[src/hw/rtl/ilfe_pkg.sv]
// Shared types and constants for the IPv4 prefix-match forwarding engine.
`default_nettype none
package ilfe_pkg;
  localparam logic [1:0] CMD_CLEAR = 2'd0;
  localparam logic [1:0] CMD_ADD   = 2'd1;
  localparam logic [1:0] CMD_WORD  = 2'd2;

  localparam logic [2:0] ST_FORWARD = 3'd0;
  localparam logic [2:0] ST_LOCAL   = 3'd1;
  localparam logic [2:0] ST_TTL     = 3'd2;
  localparam logic [2:0] ST_NOROUTE = 3'd3;
  localparam logic [2:0] ST_ADDED   = 3'd4;
  localparam logic [2:0] ST_FULL    = 3'd5;

  localparam logic [5:0] MAX_PREFIX = 6'd32;

  // controller -> datapath
  typedef struct packed {
    logic word_take;    // absorb header word
    logic add_take;     // write route
    logic clear_take;   // empty table
    logic scan_start;   // begin table search
    logic scan_step;    // examine one entry
    logic pkt_reset;    // packet state back to start
  } ilfe_cmd_t;

  // datapath -> controller
  typedef struct packed {
    logic table_full;
    logic scan_done;
  } ilfe_stat_t;

  function automatic logic [15:0] add_fold(input logic [16:0] sum, input logic [15:0] half);
    logic [17:0] s;
    s = {2'b0, sum[15:0]} + {17'b0, sum[16]} + {2'b0, half};
    return s[15:0] + {15'b0, s[16]} + {15'b0, s[17]};
  endfunction
endpackage
`default_nettype wire

[src/hw/rtl/ilfe_ctrl.sv]
// Control state machine: sequences commands, table search and result transfer.
`default_nettype none
module ilfe_ctrl (
  input  wire logic                clk,
  input  wire logic                rst,
  input  wire logic                in_valid,
  output logic                     in_ready,
  input  wire logic [1:0]          command,
  input  wire logic                last_word,
  input  wire logic                early_done,
  output logic                     out_valid,
  input  wire logic                out_ready,
  output ilfe_pkg::ilfe_cmd_t      cmd,
  input  wire ilfe_pkg::ilfe_stat_t stat,
  output logic                     load_early,
  output logic                     load_scan
);
  import ilfe_pkg::*;

  typedef enum logic [3:0] {
    S_IDLE = 4'b0001,
    S_DEC  = 4'b0010,
    S_SCAN = 4'b0100,
    S_OUT  = 4'b1000
  } state_t;

  state_t state, state_next;
  logic   acc;

  assign acc       = in_valid && in_ready;
  assign in_ready  = (state == S_IDLE);
  assign out_valid = (state == S_OUT);

  always_comb begin
    state_next = state;
    cmd        = '0;
    load_early = 1'b0;
    load_scan  = 1'b0;
    case (state)
      S_IDLE: begin
        if (acc) begin
          case (command)
            CMD_CLEAR: cmd.clear_take = 1'b1;
            CMD_ADD: begin
              cmd.add_take = 1'b1;
              load_early   = 1'b1;
              state_next   = S_OUT;
            end
            CMD_WORD: begin
              cmd.word_take = 1'b1;
              if (last_word) state_next = S_DEC;
            end
            default: ;
          endcase
        end
      end
      S_DEC: begin
        cmd.pkt_reset = 1'b1;
        if (early_done) begin
          load_early = 1'b1;
          state_next = S_OUT;
        end else begin
          cmd.scan_start = 1'b1;
          state_next     = S_SCAN;
        end
      end
      S_SCAN: begin
        cmd.scan_step = 1'b1;
        if (stat.scan_done) begin
          load_scan  = 1'b1;
          state_next = S_OUT;
        end
      end
      S_OUT: if (out_ready) state_next = S_IDLE;
      default: state_next = S_IDLE;
    endcase
  end

  always_ff @(posedge clk) begin
    if (rst) state <= S_IDLE;
    else state <= state_next;
  end
endmodule
`default_nettype wire

[config.mk]
export PLATFORM = sky130hd
export DESIGN_NAME = ilfe_ctrl
export DESIGN_NICKNAME = d
export VERILOG_FILES = /design/src/hw/rtl/ilfe_pkg.sv /design/src/hw/rtl/ilfe_ctrl.sv
export SDC_FILE = /design/constraint.sdc
export NUM_CORES = 1
export LEC_CHECK = 0
export BUFFER_PORTS_ARGS = -buffer_cell sky130_fd_sc_hd__buf_4
export CAP_MARGIN = 25
export CORE_AREA = 2 2 39 41
export DETAILED_ROUTE_END_ITERATION = 8
export DIE_AREA = 0 0 41 43
export RECOVER_POWER = 100
export SYNTH_ARGS = -nofsm -noshare
export SYNTH_HDL_FRONTEND = slang
export SYNTH_SLANG_ARGS = --single-unit
[constraint.sdc]
create_clock -name clk -period 1.67 [get_ports clk]
set_clock_uncertainty 0.15 [all_clocks]
set_input_delay 0.167 -clock clk [delete_from_list [all_inputs] [get_ports clk]]
set_output_delay 0.167 -clock clk [all_outputs]
set_load 0.1 [all_outputs]
==> impl_metrics.json, run 1 <==
{
  "outcome": "finished with violations",
  "violations": "setup timing",
  "slowest_delay_ns": 0.35,
  "io_buffers": 18,
  "avgRoutedWirePerCell_um": 12.4,
  "pre_cts_slack_ns": 0.0201,
  "setup_slack_ns": -0.0925,
  "drtIter0Drc": 0,
  "cts.reportedPaths.clkPinSlew_ns": 0.04,
  "synth_top_cell_by_area": "dfxtp_1",
  "place_inst": 79,
  "synthFlopType": "dfxtp_1",
  "area_delta_synth_final_pct": 142,
  "dpl_cell_area_sq_um": 654,
  "p_leak_nw": 0.329,
  "cts_buffers": 3,
  "top_regs": "state x4",
  "synth_area_sq_um": 354,
  "arrival_ns": 1.45,
  "postSynthAreaPerCell_sq_um": 9.32,
  "hold_violations": 0,
  "dieArea_sq_mm": 0.00176,
  "die_y_um": 43,
  "post-synth-top-count-cell": "dfxtp_1",
  "yosys.area.top_type_share": 0.226,
  "cts_num_sinks": 4,
  "grt_antenna_before_repair": 0,
  "postRouteAntennaNets": 0,
  "grt_pass1_vias": 452,
  "irDropWorstVdd_v": 0.000777,
  "drt_first_pass_iters": 1,
  "path_cells": "nor4b_4, nand2_4, nor2_2, buf_12",
  "clk_path_buf_depth": 2,
  "ios": 20,
  "synth_async_sr_flop_share": 0,
  "postSynthCellCount": 38,
  "drive_gt1_frac": 0.708,
  "nNetsFinal": 83,
  "r2r-start": "state[3]",
  "finalSetupViolations": 5,
  "antenna_cells": 0,
  "start_util": 0.256,
  "setup.worst_path.start_class": "flop",
  "slew_violations": 0,
  "cp-startpoint": "state[1]",
  "drc": 0,
  "cts_tree": "done",
  "synth_common_cells": "4 x dfxtp_1, 3 x nor2_1, 3 x nor3b_1, 3 x o21ai_0",
  "ys_seq_elements": 4,
  "syn_nets": 48,
  "min_period_ns": 1.76,
  "rows": 14,
  "required_ns": 1.35,
  "yosys_warnings": 0,
  "place_hpwl_um": 791,
  "relSlewSlack": 0.799,
  "regMostFlops": "state",
  "ys_seq_area_frac": 0.226,
  "holdCritStartpoint": "command[1]",
  "p_total_mw": 0.745,
  "synthTopCellsByArea": "dfxtp_1 23%, nor4b_4 13%, nor3b_1 6.4%",
  "grt_overflow": 0,
  "hp-class": "in -> reg",
  "die-width_um": 41,
  "fin_crit_sh": 1.06,
  "grt.total_usage": 0.138,
  "cts.htree.levels": 1,
  "cp_top_family": "simple AND/OR/NAND/NOR gates",
  "vias_per_cell": 4.83,
  "clock.fmax_mhz": 567,
  "drt-total-wl_um": 1090,
  "dr_total_vias": 425,
  "root_buffer": "clkbuf_4",
  "fin_cells": 88,
  "slowest_stage": "nor4b_4",
  "powerDensity_mw_per_mm2": 870,
  "largest_reg_flops": 4,
  "tightest_slew_ns": 0.300,
  "synth_edf_count": 0,
  "rsz0062_at_grt": "yes",
  "insertion_delay_ns": 0.23,
  "end_kind": "output port",
  "final_area_sq_um": 856,
  "path_buf_inv": 1,
  "worstPathMaxFanout": 4,
  "max_cap_violations": 0,
  "synth_cell_types": 24,
  "fp.coreArea_sq_mm": 0.00138,
  "critical_path_class": "reg -> out",
  "routabilityCongestion": 0.673,
  "grt_pass1_wl_um": 1700,
  "grt_max_degree": 10
}
[report_power, final]
group	total [mW]	switching [mW]	internal [mW]
combinational	0.489	0.277	0.212
sequential	0.130	0.0197	0.110
clock	0.126	0.0365	0.0895
[worst register-to-register path: cells and delay by family (launching register included)]
family	cells	cell delay [ns]
AOI/OAI and AO/OA	2	0.39
buffers and inverters	2	0.34
DFF	1	0.33
and+or+nand+nor	1	0.27
[cell type report]
| type | instances | area [sq um] |
|---|---|---|
| inverter | 1 | 3.75 |
| sequential | 4 | 92.6 |
| fill | 117 | 528 |
| clock buffer | 4 | 26.3 |
| tap | 16 | 20.0 |
| multi-input combinational | 32 | 345 |
| timing repair buffer | 31 | 368 |
[worst paths after layout]
path,depth (start not counted),slack (ns),to
worst max-delay path,4,-0.09,cmd[4]
worst min-delay path,3,0.21,state[1]
worst max register to register,5,0.08,state[3]
worst min register to register,3,0.59,state[0]
[stage by stage]
stage,util,hold WS (ns),setup TNS [ns]
floorplan,-,0.0784,-11.75
global placement,0.473,0.211,0
detailed placement,0.473,0.212,0
CTS,0.589,0.174,-0.542
global route,0.618,0.226,-0.816
finish,0.618,0.212,-0.309
[logic make-up after synthesis]
group / after synthesis / synth area share
and+or+nand+nor: 23 / 0.534
DFF: 4 / 0.226
AOI/OAI and AO/OA: 9 / 0.216
buffers and inverters: 2 / 0.0247
[what timing repair did]
item                                   CTS  global route
setup endpoints to repair                8            11
hold buffers                             1             0
endpoints found under the hold margin    2             0
setup buffers                            2             3
resized for setup                       27             6
pin swaps                                1             2
[layout by cell type, fill, tap and decap left out, types with 2 or more instances in the layout]
cell type / Yosys / routed
buf_12: 0 / 10
buf_4: 0 / 18
buf_6: 0 / 2
clkbuf_4: 0 / 3
dfxtp_4: 0 / 3
nand2b_1: 2 / 2
nor3b_1: 3 / 3
nor4b_4: 2 / 4
o21ai_0: 3 / 2
[routing by layer]
metal | global-route usage | share of wire
met5 | 0 | 0
met1 | 0.145 | 0.34
met4 | 0.0200 | 0
met3 | 0.0366 | 0.064
met2 | 0.256 | 0.60
No activity file was read; power rests on OpenSTA's default activity.
==> inputs of run 2 (changes only) <==
ABC_AREA = 1   (was default)
TNS_END_PERCENT = 5   (was default)
==> impl_metrics.json, run 2 <==
{
  "fp.coreArea_sq_mm": 0.00138,
  "die-width_um": 41,
  "required_ns": 1.35,
  "worstPathMaxFanout": 5,
  "highest_layer": "met3",
  "fin_crit_sh": 0.977,
  "seqPwrFrac": 0.147,
  "ys_seq_elements": 4,
  "grt.total_usage": 0.129,
  "utilization": 0.542,
  "cts.htree.levels": 1,
  "finalSetupViolations": 0,
  "start_util": 0.252,
  "slowest_stage": "dfxtp_4",
  "insertion_delay_ns": 0.24,
  "cp_top_family": "flip-flops",
  "ys_seq_area_frac": 0.229,
  "synth_async_sr_flop_share": 0,
  "grt_pass1_wl_um": 1520,
  "synthFlopType": "dfxtp_1",
  "tns_ns": 0,
  "dpl_cell_area_sq_um": 597,
  "cts_tree": "done",
  "wl_met3_um": 47,
  "die_y_um": 43,
  "drc": 0,
  "drive_gt1_frac": 0.602,
  "clock.fmax_mhz": 613,
  "area_delta_synth_final_pct": 115,
  "cts.reportedPaths.clkPinSlew_ns": 0.04,
  "grt_pass1_vias": 408,
  "dieArea_sq_mm": 0.00176,
  "postRouteAntennaNets": 0,
  "max_cap_violations": 0,
  "final_area_sq_um": 749,
  "hp-class": "in -> reg",
  "top_regs": "state x4",
  "nNetsFinal": 94,
  "setup.worst_path.start_class": "flop",
  "arrival_ns": 1.32,
  "yosys_warnings": 0,
  "largest_reg_flops": 4,
  "p_total_mw": 1.17,
  "wl_met2_um": 522,
  "cts_num_sinks": 4,
  "p_leak_nw": 0.368,
  "grt_max_degree": 6,
  "ios": 20,
  "fillers": 135,
  "synth_edf_count": 0,
  "layout_common_cells": "11 x buf_4, 10 x inv_1, 6 x nand2_1, 6 x nand3_1",
  "drt-met1-wl_um": 378,
  "outcome": "complete, no violations",
  "regMostFlops": "state",
  "switchingPower_mw": 0.662,
  "routabilityCongestion": 0.679,
  "slew_violations": 0,
  "drt_first_pass_iters": 4,
  "rows": 14,
  "avgRoutedWirePerCell_um": 9.58,
  "postSynthCellCount": 57,
  "synth_cell_types": 15,
  "hold_violations": 0,
  "path_buf_inv": 3,
  "crit_path_frequent_cell": "inv_4",
  "root_buffer": "clkbuf_4",
  "synth_common_cells": "11 x inv_1, 8 x nand2_1, 8 x nor2_1, 6 x nand3_1",
  "place_hpwl_um": 781,
  "grt_antenna_before_repair": 0,
  "p_int_mw": 0.506,
  "end_kind": "output port",
  "postSynthAreaPerCell_sq_um": 6.12,
  "irDropWorstVdd_v": 0.000572,
  "seqCellArea_sq_um": 88.8,
  "cts_buffers": 3,
  "synth_area_sq_um": 349,
  "min_period_ns": 1.63,
  "syn_nets": 67,
  "dr_total_vias": 458,
  "vias_per_cell": 4.63,
  "drt-total-wl_um": 948,
  "antenna_cells": 0,
  "relSlewSlack": 0.810,
  "powerDensity_mw_per_mm2": 1560,
  "io_buffers": 18,
  "rsz0062_at_grt": "yes",
  "synthTopCellsByArea": "dfxtp_1 23%, inv_1 12%, nand3_1 8.6%",
  "power.share.combinational": 0.743,
  "slowest_delay_ns": 0.36,
  "drtIter0Drc": 11,
  "tightest_slew_ns": 0.285,
  "clkPwrFrac": 0.110,
  "clk_path_buf_depth": 2,
  "post-synth-top-count-cell": "inv_1",
  "fin_cells": 99,
  "grt_overflow": 0,
  "critical_path_class": "reg -> out",
  "path_cells": "inv_4, nand2_4, nor2_8, inv_4, o31ai_4, buf_12",
  "multi_input_area_sq_um": 302,
  "place_inst": 93,
  "final_common_cell": "buf_4",
  "yosys.area.top_type_share": 0.229,
  "sw_frac_of_total": 0.567,
  "synth_top_cell_by_area": "dfxtp_1"
}
[run 2: changes by cell type in the layout (fill, tap and decap cells not counted), sizes merged, moves of 3 or more]
cell,change
nor3b,-3
nand2,+9
nor2,+8
nor4b,-5
buf,-9
nand3,+7
o21ai,-4
nand4,+4
inv,+14
[run 2: path summary, 6_finish.rpt]
| check | from | to | slack, ns | cells after the start |
|---|---|---|---|---|
| worst max-delay path | state[2] | load_early | 0.04 | 6 |
| worst min-delay path | early_done | state[2] | 0.06 | 4 |
| worst max register to register | state[2] | state[3] | 0.28 | 10 |
| worst min register to register | state[3] | state[2] | 0.46 | 3 |
[run 2: repair_timing]
item / 4_1_cts / 5_1_grt
pin swaps: 1 / 2
setup buffers: 0 / 1
gates cloned: 0 / 0
endpoints found under the hold margin: 1 / 0
gates resized for setup: 9 / 20
setup endpoints to repair: 4 / 8
hold buffers: 1 / 0
[run 2: per-stage QoR]
stage	setup slack, ns	hold slack (ns)
after floorplan	-0.527	0.0764
after global placement	0.143	0.192
after detailed placement	0.139	0.196
after CTS	-0.00704	0.0572
after global routing	-0.0394	0.0598
final	0.0380	0.0616
[run 2: power by group through the flow]
stage | sequential [mW] | combinational (mW) | clock (mW)
floorplan | 0.161 | 0.624 | 0
global placement | 0.163 | 0.777 | 0
detailed placement | 0.164 | 0.778 | 0
CTS | 0.162 | 0.815 | 0.130
global route | 0.177 | 0.926 | 0.143
finish | 0.172 | 0.868 | 0.128
[run 2: metal layers]
layer | vias up | global-route usage
met3 | 0 | 0.0471
li1 | 235 | -
met5 | - | 0
met1 | 209 | 0.139
met2 | 14 | 0.209
met4 | 0 | 0.0600
[run 2: final cells by class]
| type | instances | area share |
|---|---|---|
| Multi-Input combinational cell | 38 | 0.402 |
| Timing Repair Buffer | 22 | 0.332 |
| Sequential cell | 4 | 0.119 |
| Inverter | 15 | 0.0851 |
| Clock buffer | 4 | 0.0351 |
| Tap cell | 16 | 0.0267 |
[run 2: worst reg2reg max path, delay by kind of cell, from the launching register on]
family | cells | cell delay (ns)
buf+inv | 3 | 0.30
simple gates | 7 | 0.46
flops | 1 | 0.36
[run 2: cells by family (layout without fill, tap and decap cells)]
kind of cell / Yosys count / in the layout / synth area share
compound gates: 2 / 2 / 0.0358
flops: 4 / 4 / 0.229
buf+inv: 15 / 41 / 0.161
simple gates: 36 / 36 / 0.573
